**src/hw/rtl/rdms_pkg.sv**
```systemverilog
// Shared types, codes and constants of the drive-mode sequencer.
package rdms_pkg;

    // Fixed limits
    localparam logic [4:0] TRIM_MAX_HALF = 5'd16;
    localparam logic [9:0] BACKOFF_WAIT  = 10'd15;

    // Configuration port
    localparam int CFG_ADDR_W = 3;
    localparam int CFG_DATA_W = 10;

    localparam logic [CFG_ADDR_W-1:0] CFG_LINE_ACTIVE_LEVEL    = 3'd0;
    localparam logic [CFG_ADDR_W-1:0] CFG_STRAIGHT_RUN_TICKS   = 3'd1;
    localparam logic [CFG_ADDR_W-1:0] CFG_STRAIGHT_PAUSE_TICKS = 3'd2;
    localparam logic [CFG_ADDR_W-1:0] CFG_TURN_RUN_TICKS       = 3'd3;
    localparam logic [CFG_ADDR_W-1:0] CFG_TURN_PAUSE_TICKS     = 3'd4;
    localparam logic [CFG_ADDR_W-1:0] CFG_UTURN_TICKS          = 3'd5;
    localparam logic [CFG_ADDR_W-1:0] CFG_BOUNCE_TICKS         = 3'd6;
    localparam logic [CFG_ADDR_W-1:0] CFG_KEY_DEBOUNCE_TICKS   = 3'd7;

    // Configuration reset values
    localparam logic       RST_LINE_ACTIVE_LEVEL    = 1'b0;
    localparam logic [7:0] RST_STRAIGHT_RUN_TICKS   = 8'd10;
    localparam logic [7:0] RST_STRAIGHT_PAUSE_TICKS = 8'd6;
    localparam logic [7:0] RST_TURN_RUN_TICKS       = 8'd10;
    localparam logic [7:0] RST_TURN_PAUSE_TICKS     = 8'd4;
    localparam logic [9:0] RST_UTURN_TICKS          = 10'd300;
    localparam logic [9:0] RST_BOUNCE_TICKS         = 10'd150;
    localparam logic [7:0] RST_KEY_DEBOUNCE_TICKS   = 8'd20;
    localparam logic [4:0] RST_TRIM_HALF            = 5'd3;

    // Sequencer phases
    localparam logic [3:0] PH_IDLE       = 4'd0;
    localparam logic [3:0] PH_DEBOUNCE   = 4'd1;
    localparam logic [3:0] PH_RELEASE    = 4'd2;
    localparam logic [3:0] PH_MOVE_RUN   = 4'd3;
    localparam logic [3:0] PH_MOVE_TRIM  = 4'd4;
    localparam logic [3:0] PH_MOVE_PAUSE = 4'd5;
    localparam logic [3:0] PH_BACK_RUN   = 4'd6;
    localparam logic [3:0] PH_BACK_TRIM  = 4'd7;
    localparam logic [3:0] PH_BACK_PAUSE = 4'd8;
    localparam logic [3:0] PH_BACK_WAIT  = 4'd9;
    localparam logic [3:0] PH_UTURN      = 4'd10;
    localparam logic [3:0] PH_BOUNCE_R   = 4'd11;
    localparam logic [3:0] PH_BOUNCE_L   = 4'd12;
    localparam logic [3:0] PH_SPIN_L     = 4'd13;
    localparam logic [3:0] PH_SPIN_R     = 4'd14;
    localparam logic [3:0] PH_TURN_PAUSE = 4'd15;

    // Motor drive codes
    localparam logic [1:0] D_OFF  = 2'd0;
    localparam logic [1:0] D_FWD  = 2'd1;
    localparam logic [1:0] D_BACK = 2'd2;

    // Drive modes
    localparam logic [1:0] MODE_IDLE   = 2'd0;
    localparam logic [1:0] MODE_LINE   = 2'd1;
    localparam logic [1:0] MODE_REMOTE = 2'd2;

    // Remote moves
    localparam logic [2:0] MV_STOP = 3'd0;
    localparam logic [2:0] MV_F    = 3'd1;
    localparam logic [2:0] MV_B    = 3'd2;
    localparam logic [2:0] MV_L    = 3'd3;
    localparam logic [2:0] MV_R    = 3'd4;

    // Command characters (ASCII)
    localparam logic [7:0] CH_F       = 8'h46;
    localparam logic [7:0] CH_B       = 8'h42;
    localparam logic [7:0] CH_L       = 8'h4C;
    localparam logic [7:0] CH_R       = 8'h52;
    localparam logic [7:0] CH_S       = 8'h53;
    localparam logic [7:0] CH_M       = 8'h4D;
    localparam logic [7:0] CH_A       = 8'h41;
    localparam logic [7:0] CH_PLUS    = 8'h2B;
    localparam logic [7:0] CH_MINUS   = 8'h2D;
    localparam logic [7:0] CH_ZERO    = 8'h30;
    localparam logic [7:0] CH_LOWER_A = 8'h61;
    localparam logic [7:0] CH_LOWER_Z = 8'h7A;
    localparam logic [7:0] CH_CASE_OFFSET = 8'd32;

    typedef struct packed {
        logic       rx_valid;
        logic [7:0] rx_byte;
        logic       line_left_level;
        logic       line_right_level;
        logic       front_left_level;
        logic       front_right_level;
        logic       key_level;
    } in_item_t;

    typedef struct packed {
        logic [1:0] left_drive;
        logic [1:0] right_drive;
        logic [1:0] drive_mode_out;
        logic [4:0] trim_out;
        logic       sequence_busy;
    } out_item_t;

    typedef struct packed {
        logic       line_active_level;
        logic [7:0] straight_run_ticks;
        logic [7:0] straight_pause_ticks;
        logic [7:0] turn_run_ticks;
        logic [7:0] turn_pause_ticks;
        logic [9:0] uturn_ticks;
        logic [9:0] bounce_ticks;
        logic [7:0] key_debounce_ticks;
    } cfg_t;

    // held_drive packs the left drive in [1:0] and the right drive in [3:2]
    typedef struct packed {
        logic [1:0] drive_mode;
        logic [2:0] remote_move;
        logic [4:0] trim_half;
        logic       trim_alternate;
        logic [7:0] pending_byte;
        logic       pending_flag;
        logic [3:0] seq_phase;
        logic [9:0] phase_ticks;
        logic [3:0] pulse_trim;
        logic       pulse_reverse;
        logic [3:0] held_drive;
    } seq_state_t;

    function automatic logic [3:0] drv(logic [1:0] l, logic [1:0] r);
        return {r, l};
    endfunction

endpackage

```
**src/hw/rtl/rdms_cfg.sv**
```systemverilog
// Configuration register file of the drive-mode sequencer.
module rdms_cfg
    import rdms_pkg::*;
(
    input  logic                  aclk,
    input  logic                  aresetn,
    input  logic                  cfg_wr_en,
    input  logic [CFG_ADDR_W-1:0] cfg_addr,
    input  logic [CFG_DATA_W-1:0] cfg_wr_data,
    output cfg_t                  cfg
);

    cfg_t cfg_reg;

    // Register writes, one register per write
    always_ff @(posedge aclk) begin
        if (!aresetn) begin
            cfg_reg.line_active_level    <= RST_LINE_ACTIVE_LEVEL;
            cfg_reg.straight_run_ticks   <= RST_STRAIGHT_RUN_TICKS;
            cfg_reg.straight_pause_ticks <= RST_STRAIGHT_PAUSE_TICKS;
            cfg_reg.turn_run_ticks       <= RST_TURN_RUN_TICKS;
            cfg_reg.turn_pause_ticks     <= RST_TURN_PAUSE_TICKS;
            cfg_reg.uturn_ticks          <= RST_UTURN_TICKS;
            cfg_reg.bounce_ticks         <= RST_BOUNCE_TICKS;
            cfg_reg.key_debounce_ticks   <= RST_KEY_DEBOUNCE_TICKS;
        end else if (cfg_wr_en) begin
            unique case (cfg_addr)
                CFG_LINE_ACTIVE_LEVEL:    cfg_reg.line_active_level    <= cfg_wr_data[0];
                CFG_STRAIGHT_RUN_TICKS:   cfg_reg.straight_run_ticks   <= cfg_wr_data[7:0];
                CFG_STRAIGHT_PAUSE_TICKS: cfg_reg.straight_pause_ticks <= cfg_wr_data[7:0];
                CFG_TURN_RUN_TICKS:       cfg_reg.turn_run_ticks       <= cfg_wr_data[7:0];
                CFG_TURN_PAUSE_TICKS:     cfg_reg.turn_pause_ticks     <= cfg_wr_data[7:0];
                CFG_UTURN_TICKS:          cfg_reg.uturn_ticks          <= cfg_wr_data[9:0];
                CFG_BOUNCE_TICKS:         cfg_reg.bounce_ticks         <= cfg_wr_data[9:0];
                CFG_KEY_DEBOUNCE_TICKS:   cfg_reg.key_debounce_ticks   <= cfg_wr_data[7:0];
            endcase
        end
    end

    assign cfg = cfg_reg;

endmodule

```
**src/hw/rtl/rdms_core.sv**
```systemverilog
// Sequencer state registers and the one-tick next-state logic.
module rdms_core
    import rdms_pkg::*;
(
    input  logic      aclk,
    input  logic      aresetn,
    input  logic      step_en,
    input  in_item_t  item,
    input  cfg_t      cfg,
    output out_item_t result
);

    seq_state_t state_reg;
    seq_state_t state_next;
    logic       step_started;

    // ---- phase helpers ----
    function automatic seq_state_t set_phase(seq_state_t s, logic [3:0] ph,
                                             logic [9:0] n, logic [3:0] d);
        s.seq_phase   = ph;
        s.phase_ticks = n;
        s.held_drive  = d;
        return s;
    endfunction

    function automatic seq_state_t end_seq(seq_state_t s);
        s.seq_phase   = PH_IDLE;
        s.phase_ticks = '0;
        s.held_drive  = drv(D_OFF, D_OFF);
        return s;
    endfunction

    // Straight pulse; odd trims alternate floor and ceiling of half
    function automatic seq_state_t start_pulse(seq_state_t s, cfg_t c, logic rev,
                                               logic backoff);
        logic [4:0] t;
        logic [7:0] trim8;
        logic [7:0] common;
        logic [1:0] d;
        t = s.trim_half >> 1;
        if (s.trim_half[0]) begin
            s.trim_alternate = ~s.trim_alternate;
            if (s.trim_alternate) t = t + 5'd1;
        end
        s.pulse_trim    = t[3:0];
        s.pulse_reverse = rev;
        trim8 = {4'd0, s.pulse_trim};
        if (trim8 >= c.straight_run_ticks) common = 8'd1;
        else common = c.straight_run_ticks - trim8;
        d = rev ? D_BACK : D_FWD;
        return set_phase(s, backoff ? PH_BACK_RUN : PH_MOVE_RUN, {2'd0, common}, drv(d, d));
    endfunction

    function automatic seq_state_t after_move_trim(seq_state_t s, cfg_t c);
        if (c.straight_pause_ticks != 8'd0)
            return set_phase(s, PH_MOVE_PAUSE, {2'd0, c.straight_pause_ticks},
                             drv(D_OFF, D_OFF));
        return end_seq(s);
    endfunction

    function automatic seq_state_t after_move_run(seq_state_t s, cfg_t c);
        logic [1:0] d;
        d = s.pulse_reverse ? D_BACK : D_FWD;
        if (s.pulse_trim != 4'd0)
            return set_phase(s, PH_MOVE_TRIM, {6'd0, s.pulse_trim}, drv(D_OFF, d));
        return after_move_trim(s, c);
    endfunction

    // Keep backing off while either front sensor is blocked, then u-turn if a u-turn time is set
    function automatic seq_state_t backoff_check(seq_state_t s, cfg_t c, in_item_t i);
        if (!i.front_left_level || !i.front_right_level) return start_pulse(s, c, 1'b1, 1'b1);
        if (c.uturn_ticks != 10'd0)
            return set_phase(s, PH_UTURN, c.uturn_ticks, drv(D_FWD, D_BACK));
        return end_seq(s);
    endfunction

    function automatic seq_state_t after_back_pause(seq_state_t s, cfg_t c, in_item_t i);
        if (BACKOFF_WAIT != 10'd0)
            return set_phase(s, PH_BACK_WAIT, BACKOFF_WAIT, drv(D_OFF, D_OFF));
        return backoff_check(s, c, i);
    endfunction

    function automatic seq_state_t after_back_trim(seq_state_t s, cfg_t c, in_item_t i);
        if (c.straight_pause_ticks != 8'd0)
            return set_phase(s, PH_BACK_PAUSE, {2'd0, c.straight_pause_ticks},
                             drv(D_OFF, D_OFF));
        return after_back_pause(s, c, i);
    endfunction

    function automatic seq_state_t after_back_run(seq_state_t s, cfg_t c, in_item_t i);
        if (s.pulse_trim != 4'd0)
            return set_phase(s, PH_BACK_TRIM, {6'd0, s.pulse_trim}, drv(D_OFF, D_BACK));
        return after_back_trim(s, c, i);
    endfunction

    function automatic seq_state_t after_spin(seq_state_t s, cfg_t c);
        if (c.turn_pause_ticks != 8'd0)
            return set_phase(s, PH_TURN_PAUSE, {2'd0, c.turn_pause_ticks},
                             drv(D_OFF, D_OFF));
        return end_seq(s);
    endfunction

    function automatic seq_state_t start_spin(seq_state_t s, cfg_t c, logic left);
        if (c.turn_run_ticks == 8'd0) return after_spin(s, c);
        if (left)
            return set_phase(s, PH_SPIN_L, {2'd0, c.turn_run_ticks}, drv(D_BACK, D_FWD));
        return set_phase(s, PH_SPIN_R, {2'd0, c.turn_run_ticks}, drv(D_FWD, D_BACK));
    endfunction

    // One move of the current mode
    function automatic seq_state_t mode_step(seq_state_t s, cfg_t c, in_item_t i);
        logic l;
        logic r;
        seq_state_t o;
        l = (i.line_left_level == c.line_active_level);
        r = (i.line_right_level == c.line_active_level);
        o = end_seq(s);
        priority if (s.drive_mode == MODE_LINE) begin
            priority if (l && r) o = start_pulse(s, c, 1'b0, 1'b0);
            else if (l)          o = start_spin(s, c, 1'b0);
            else if (r)          o = start_spin(s, c, 1'b1);
            else                 o = end_seq(s);
        end else if (s.drive_mode == MODE_REMOTE) begin
            unique case (s.remote_move)
                MV_F:    o = start_pulse(s, c, 1'b0, 1'b0);
                MV_B:    o = start_pulse(s, c, 1'b1, 1'b0);
                MV_L:    o = start_spin(s, c, 1'b1);
                MV_R:    o = start_spin(s, c, 1'b0);
                default: o = end_seq(s);
            endcase
        end else begin
            o = end_seq(s);
        end
        return o;
    endfunction

    function automatic seq_state_t obstacle_step(seq_state_t s, cfg_t c, in_item_t i);
        logic lo;
        logic ro;
        lo = ~i.front_left_level;
        ro = ~i.front_right_level;
        if (!lo && !ro) return mode_step(s, c, i);
        s = end_seq(s);
        if (lo && ro) return start_pulse(s, c, 1'b1, 1'b1);
        if (c.bounce_ticks == 10'd0) return s;
        if (lo) return set_phase(s, PH_BOUNCE_R, c.bounce_ticks, drv(D_FWD, D_BACK));
        return set_phase(s, PH_BOUNCE_L, c.bounce_ticks, drv(D_BACK, D_FWD));
    endfunction

    // Consume the pending command byte, if any
    function automatic seq_state_t command_step(seq_state_t s);
        logic [7:0] ch;
        if (!s.pending_flag) return s;
        s.pending_flag = 1'b0;
        ch = s.pending_byte;
        if (ch >= CH_LOWER_A && ch <= CH_LOWER_Z) ch = ch - CH_CASE_OFFSET;
        unique case (ch)
            CH_F: begin s.drive_mode = MODE_REMOTE; s.remote_move = MV_F; end
            CH_B: begin s.drive_mode = MODE_REMOTE; s.remote_move = MV_B; end
            CH_L: begin s.drive_mode = MODE_REMOTE; s.remote_move = MV_L; end
            CH_R: begin s.drive_mode = MODE_REMOTE; s.remote_move = MV_R; end
            CH_S, CH_M: begin
                s.drive_mode  = MODE_IDLE;
                s.remote_move = MV_STOP;
                s.held_drive  = drv(D_OFF, D_OFF);
            end
            CH_A: begin s.drive_mode = MODE_LINE; s.remote_move = MV_STOP; end
            CH_PLUS:  if (s.trim_half < TRIM_MAX_HALF) s.trim_half = s.trim_half + 5'd1;
            CH_MINUS: if (s.trim_half != 5'd0) s.trim_half = s.trim_half - 5'd1;
            CH_ZERO:  s.trim_half = 5'd0;
            default: ;
        endcase
        return s;
    endfunction

    function automatic seq_state_t after_release(seq_state_t s, cfg_t c, in_item_t i);
        s.seq_phase   = PH_IDLE;
        s.phase_ticks = '0;
        s = command_step(s);
        return obstacle_step(s, c, i);
    endfunction

    // Key still pressed after debounce: toggle line follow, wait for release
    function automatic seq_state_t after_debounce(seq_state_t s, cfg_t c, in_item_t i);
        if (i.key_level) return after_release(s, c, i);
        if (s.drive_mode == MODE_LINE) begin
            s.drive_mode = MODE_IDLE;
            s.held_drive = drv(D_OFF, D_OFF);
        end else begin
            s.drive_mode = MODE_LINE;
        end
        s.seq_phase   = PH_RELEASE;
        s.phase_ticks = '0;
        return s;
    endfunction

    function automatic seq_state_t start_pass(seq_state_t s, cfg_t c, in_item_t i);
        if (i.key_level) return after_release(s, c, i);
        if (c.key_debounce_ticks != 8'd0)
            return set_phase(s, PH_DEBOUNCE, {2'd0, c.key_debounce_ticks}, s.held_drive);
        return after_debounce(s, c, i);
    endfunction

    function automatic seq_state_t advance(seq_state_t s, cfg_t c, in_item_t i);
        seq_state_t o;
        unique case (s.seq_phase)
            PH_DEBOUNCE:   o = after_debounce(s, c, i);
            PH_MOVE_RUN:   o = after_move_run(s, c);
            PH_MOVE_TRIM:  o = after_move_trim(s, c);
            PH_BACK_RUN:   o = after_back_run(s, c, i);
            PH_BACK_TRIM:  o = after_back_trim(s, c, i);
            PH_BACK_PAUSE: o = after_back_pause(s, c, i);
            PH_BACK_WAIT:  o = backoff_check(s, c, i);
            PH_SPIN_L, PH_SPIN_R: o = after_spin(s, c);
            default:       o = end_seq(s);
        endcase
        return o;
    endfunction

    // ---- one tick ----
    always_comb begin
        state_next   = state_reg;
        step_started = 1'b0;
        if (item.rx_valid) begin
            state_next.pending_byte = item.rx_byte;
            state_next.pending_flag = 1'b1;
        end
        // a phase still counting down takes none of these branches
        if (state_next.seq_phase == PH_IDLE) begin
            state_next   = start_pass(state_next, cfg, item);
            step_started = 1'b1;
        end else if (state_next.seq_phase == PH_RELEASE) begin
            if (item.key_level) state_next = after_release(state_next, cfg, item);
        end else if (state_next.phase_ticks == 10'd0) begin
            state_next = advance(state_next, cfg, item);
        end
        // at most one new pass per tick
        if (state_next.seq_phase == PH_IDLE && !step_started)
            state_next = start_pass(state_next, cfg, item);
        if (state_next.seq_phase != PH_IDLE && state_next.seq_phase != PH_RELEASE &&
            state_next.phase_ticks != 10'd0)
            state_next.phase_ticks = state_next.phase_ticks - 10'd1;
    end

    // State update per processed tick
    always_ff @(posedge aclk) begin
        if (!aresetn) begin
            state_reg.drive_mode     <= MODE_IDLE;
            state_reg.remote_move    <= MV_STOP;
            state_reg.trim_half      <= RST_TRIM_HALF;
            state_reg.trim_alternate <= 1'b0;
            state_reg.pending_byte   <= 8'd0;
            state_reg.pending_flag   <= 1'b0;
            state_reg.seq_phase      <= PH_IDLE;
            state_reg.phase_ticks    <= '0;
            state_reg.pulse_trim     <= 4'd0;
            state_reg.pulse_reverse  <= 1'b0;
            state_reg.held_drive     <= drv(D_OFF, D_OFF);
        end else if (step_en) begin
            state_reg <= state_next;
        end
    end

    // Result of this tick
    assign result.left_drive     = state_next.held_drive[1:0];
    assign result.right_drive    = state_next.held_drive[3:2];
    assign result.drive_mode_out = state_next.drive_mode;
    assign result.trim_out       = state_next.trim_half;
    assign result.sequence_busy  = (state_next.seq_phase != PH_IDLE);

endmodule

```
**src/hw/rtl/robot_drive_mode_sequencer.sv**
```systemverilog
// Path: input register, sequencer core, result register. Throughput: one tick
// per clock while the result register is free or drains; the state update of
// the sequencer core is combinational between the two registers.
// The input register can take a new tick while a finished result waits.
// Reset: synchronous, active-low aresetn returns configuration to defaults,
// mode idle, trim 3, no pending command, no sequence, both motors off.
module robot_drive_mode_sequencer
    import rdms_pkg::*;
(
    input  logic                  aclk,
    input  logic                  aresetn,
    input  logic                  s_valid,
    output logic                  s_ready,
    input  in_item_t              s_item,
    output logic                  m_valid,
    input  logic                  m_ready,
    output out_item_t             m_item,
    input  logic                  cfg_wr_en,
    input  logic [CFG_ADDR_W-1:0] cfg_addr,
    input  logic [CFG_DATA_W-1:0] cfg_wr_data
);

    cfg_t      cfg;
    in_item_t  in_item_reg;
    logic      in_valid_reg;
    out_item_t m_item_reg;
    logic      m_valid_reg;
    out_item_t result;
    logic      out_load;

    rdms_cfg u_cfg (
        .aclk        (aclk),
        .aresetn     (aresetn),
        .cfg_wr_en   (cfg_wr_en),
        .cfg_addr    (cfg_addr),
        .cfg_wr_data (cfg_wr_data),
        .cfg         (cfg)
    );

    // Handshake: the tick moves on when the result register is free or drains
    assign out_load = in_valid_reg && (!m_valid_reg || m_ready);
    assign s_ready  = !in_valid_reg || out_load;

    rdms_core u_core (
        .aclk    (aclk),
        .aresetn (aresetn),
        .step_en (out_load),
        .item    (in_item_reg),
        .cfg     (cfg),
        .result  (result)
    );

    // Input register
    always_ff @(posedge aclk) begin
        if (!aresetn) begin
            in_valid_reg <= 1'b0;
        end else if (s_valid && s_ready) begin
            in_valid_reg <= 1'b1;
        end else if (out_load) begin
            in_valid_reg <= 1'b0;
        end
    end

    always_ff @(posedge aclk) begin
        if (s_valid && s_ready) begin
            in_item_reg <= s_item;
        end
    end

    // Result register
    always_ff @(posedge aclk) begin
        if (!aresetn) begin
            m_valid_reg <= 1'b0;
        end else if (out_load) begin
            m_valid_reg <= 1'b1;
        end else if (m_ready) begin
            m_valid_reg <= 1'b0;
        end
    end

    always_ff @(posedge aclk) begin
        if (out_load) begin
            m_item_reg <= result;
        end
    end

    assign m_valid = m_valid_reg;
    assign m_item  = m_item_reg;

    // A processed tick always lands in the result register
    a_load_gives_result: assert property (@(posedge aclk) disable iff (!aresetn)
        out_load |=> m_valid_reg)
        else $error("processed tick did not reach the result register");

    // Input stage only pushes back while it holds a tick
    a_ready_only_when_full: assert property (@(posedge aclk) disable iff (!aresetn)
        !s_ready |-> in_valid_reg && m_valid_reg && !m_ready)
        else $error("input held off without a stalled result");

    // No running sequence means both motors off
    a_idle_motors_off: assert property (@(posedge aclk) disable iff (!aresetn)
        (m_valid_reg && !m_item_reg.sequence_busy) |->
            (m_item_reg.left_drive == D_OFF && m_item_reg.right_drive == D_OFF))
        else $error("motors driven with no sequence running");

    // Trim never passes its ceiling
    a_trim_bounded: assert property (@(posedge aclk) disable iff (!aresetn)
        m_valid_reg |-> m_item_reg.trim_out <= TRIM_MAX_HALF)
        else $error("trim above its maximum");

endmodule
```
**config.mk**
```make
export PLATFORM = sky130hd
export DESIGN_NAME = robot_drive_mode_sequencer
export DESIGN_NICKNAME = d
export VERILOG_FILES = /design/src/hw/rtl/rdms_pkg.sv /design/src/hw/rtl/rdms_cfg.sv /design/src/hw/rtl/rdms_core.sv /design/src/hw/rtl/robot_drive_mode_sequencer.sv
export SDC_FILE = /design/constraint.sdc
export NUM_CORES = 1
export LEC_CHECK = 0
export ABC_AREA = 1
export ABC_CLOCK_PERIOD_IN_PS = 6700
export BUFFER_PORTS_ARGS = -buffer_cell sky130_fd_sc_hd__buf_2
export CAP_MARGIN = 20
export CELL_PAD_IN_SITES_DETAIL_PLACEMENT = 1
export CELL_PAD_IN_SITES_GLOBAL_PLACEMENT = 1
export CORE_UTILIZATION = 40
export CTS_CLUSTER_DIAMETER = 60
export CTS_CLUSTER_SIZE = 20
export DETAILED_ROUTE_END_ITERATION = 10
export PLACE_DENSITY = 0.75
export SYNTH_ARGS = -nofsm -noshare
export SYNTH_HDL_FRONTEND = slang
export SYNTH_SLANG_ARGS = --single-unit
```
**constraint.sdc**
```tcl
create_clock -name aclk -period 6.7 [get_ports aclk]
set_clock_uncertainty 0.15 [all_clocks]
set_input_delay 0.335 -clock aclk [delete_from_list [all_inputs] [get_ports aclk]]
set_output_delay 0.335 -clock aclk [all_outputs]
set_load 0.03 [all_outputs]
```
==> reports/results.txt <==
Synthesized net count -> 1954
Maxcap violations -> 0
CP startpoint kind -> flip-flop
Clock sinks -> 132
Antenna cells -> 0
Initial Util -> 41.0%
Worst path max stage delay -> 0.39 ns
First drt pass iteration count -> 8
Initial antenna violation count -> 0
Routed len/inst -> 23.7 um
Final Setup Violations -> 10
CP Capture Type -> flip-flop
RSZ-0062 raised after global routing -> yes
R2R Setup Slk -> -0.93 ns
Mapped cell area -> 11500 um2
DRT iter0 DRCs -> 1544
Clock-pin transition on the worst setup and hold timing paths -> 0.07 ns
CTS tree -> built
Slew Limit Fails -> 0
Total power -> 0.00387 W
H-tree depth -> 4
Synth unique cells -> 62
HP Class -> input pin to flip-flop
Final net count -> 2206
Reg2reg end -> u_core.state_reg[18]
Rel. slew slack -> 23.4%
Placed Cells -> 2442
Worst EP required -> 6.96 ns
FF-to-FF Start -> in_item_reg[13]
First-pass GRT wire length -> 83400 um
Vias in the first global route -> 14700
Largest register FFs -> 61
Area Growth Syn to Fin -> 34.4%
Start point of the critical path -> in_item_reg[13]
Violated checks -> setup timing
Register area share after synthesis -> 25.3%
Max IR drop VDD -> 0.306 mV
Routed vias/inst -> 5.98
Die height -> 171 um
Layout cells sized above 1 -> 25.9%
Fin cells -> 2538
GRT Total Usage -> 37.7%
GP Congestion -> 1.01
Routed wire length -> 60100 um
Status -> finished with violations
Crit path max fanout -> 6
Hold endpoint -> u_cfg.cfg[60]
Number of fill cells in the layout -> 3721
Yosys warns -> 0
Worst-path cell with the longest stage delay -> edfxtp_1
# IOs -> 46
Fin crit period -> 7.63 ns
Fin crit share -> 114%
Hpwl dp -> 39600 um
Hold Startpoint -> cfg_addr[2]
Leak Pwr -> 7.20 nW
Top FF cell, synth -> dfxtp_1
CORE AREA -> 28000 um2
Largest net degree at the start of global routing -> 73
DRC -> 0
Post-synthesis instance total -> 1895
Post-synth ARST share -> 0%
Worst-Skew Late Latency -> 0.48 ns
Post-synth EDFFs -> 26
Max Buffers Root-to-Sink -> 2
Worst setup margin -> -0.931 ns
Most Frequent Cell on Critical Path -> nand2_1
Setup TNS -> -8.67 ns
Slew at the pin with the worst max-slew slack -> 1.15 ns
Final Hold Viols -> 0
Syn_area_per_cell -> 6.06 um2
Crit Path Category -> flip-flop to flip-flop
Full die area -> 29400 um2
Port buffer count -> 45
Reg2Reg Depth -> 48
Post-DRT Antenna Nets -> 0
Data arrival time at the worst-slack endpoint -> 7.89 ns
Fmax -> 131 MHz
Power density cells -> 251 nW/um2
Root Buffer -> clkbuf_16
Num rows -> 61
Total gr overflow -> 0
Cts bufs inserted -> 17
Worst Hold Depth -> 4
Die Wd -> 171 um
Via Count -> 15200
Seq cells post-synth -> 132
kinds of logic (layout without fill, tap and decap cells):
family,count (synthesis),after routing,synth area share [%]
flip-flops,132,132,25.3
XOR/XNOR,25,25,1.91
multiplexers,1,1,0.0872
buffers and inverters,337,602,11.3
adder cells (fa/ha/maj),27,27,3.14
AND/OR/NAND/NOR,897,897,34.0
AO/OA/AOI/OAI,476,476,24.3
layer usage:
metal  global-route usage [%]  wire length (um)
met4                     16.5              3360
met5                     1.22                 0
met2                     61.4             27600
met1                     48.6             24200
met3                     6.37              4930
how the worst max path moves through the flow:
stage | slack [ns] | to
after global placement | -0.45 | u_core.state_reg[18]
after CTS | -0.29 | u_core.state_reg[9]
after detailed placement | -0.89 | u_core.state_reg[9]
after global routing | -1.21 | u_core.state_reg[18]
final | -0.93 | u_core.state_reg[18]
after floorplan | 0.0007 | u_core.state_reg[9]
layout make-up:
type	instances	area [um2]	area share, %
Tap cell	378	473	3.07
Clock buffer	17	425	2.76
Timing Repair Buffer	300	2250	14.6
Sequential cell	132	2900	18.8
Clock inverter	15	181	1.18
Inverter	270	1040	6.75
Multi-Input combinational cell	1426	8150	52.8
what timing repair did:
action	CTS	global route
buffers inserted	12	35
hold buffers	17	0
pin swaps	43	122
hold endpoints to repair	17	0
gates cloned	1	0
endpoints found under the setup margin	10	10
gates resized for setup	88	168
layout by cell type, fill, tap and decap left out, types with 26 or more instances in the layout:
master | synthesis | layout
a21oi_1 | 145 | 134
buf_2 | 3 | 45
buf_4 | 0 | 220
dfxtp_1 | 106 | 106
edfxtp_1 | 26 | 26
inv_1 | 244 | 220
inv_2 | 15 | 34
nand2_1 | 469 | 413
nand2_2 | 21 | 61
nand3_1 | 105 | 96
nor2_1 | 213 | 190
o211ai_1 | 31 | 31
o21ai_0 | 171 | 156
worst max-delay path: cells and delay by family, from the launching register on:
kind | cells | cell delay, ns
buffers and inverters | 10 | 1.19
flip-flops | 1 | 0.39
AND/OR/NAND/NOR | 24 | 3.00
AO/OA/AOI/OAI | 11 | 1.93
adder cells (fa/ha/maj) | 3 | 0.89
report_power, final:
part           internal [W]  switching [W]
combinational      0.000713        0.00120
sequential         0.000863      0.0000473
clock              0.000566       0.000484
cell usage after synthesis (19+ instances only):
cell	count	area, um2
nand2_1	469	1760
inv_1	244	916
nor2_1	213	800
o21ai_0	171	856
a21oi_1	145	726
dfxtp_1	106	2120
nand3_1	105	526
clkbuf_1	57	214
o211ai_1	31	233
edfxtp_1	26	781
ha_1	24	300
xor2_1	23	201
nand2_2	21	131
nand4_1	20	125
o22ai_1	19	119
metrics by stage:
step / util, % / hold slack [ns] / cell area [um2] / setup slack, ns
floorplan: - / 0.284 / 11500 / 0.000717
global placement: 47.7 / 0.308 / 13400 / -0.451
detailed placement: 47.7 / 0.322 / 13400 / -0.887
CTS: 51.9 / 0.0137 / 14500 / -0.288
global route: 55.1 / 0.0638 / 15400 / -1.21
finish: 55.1 / 0.0159 / 15400 / -0.931
Note: power is estimated with default switching activity, not from simulation.
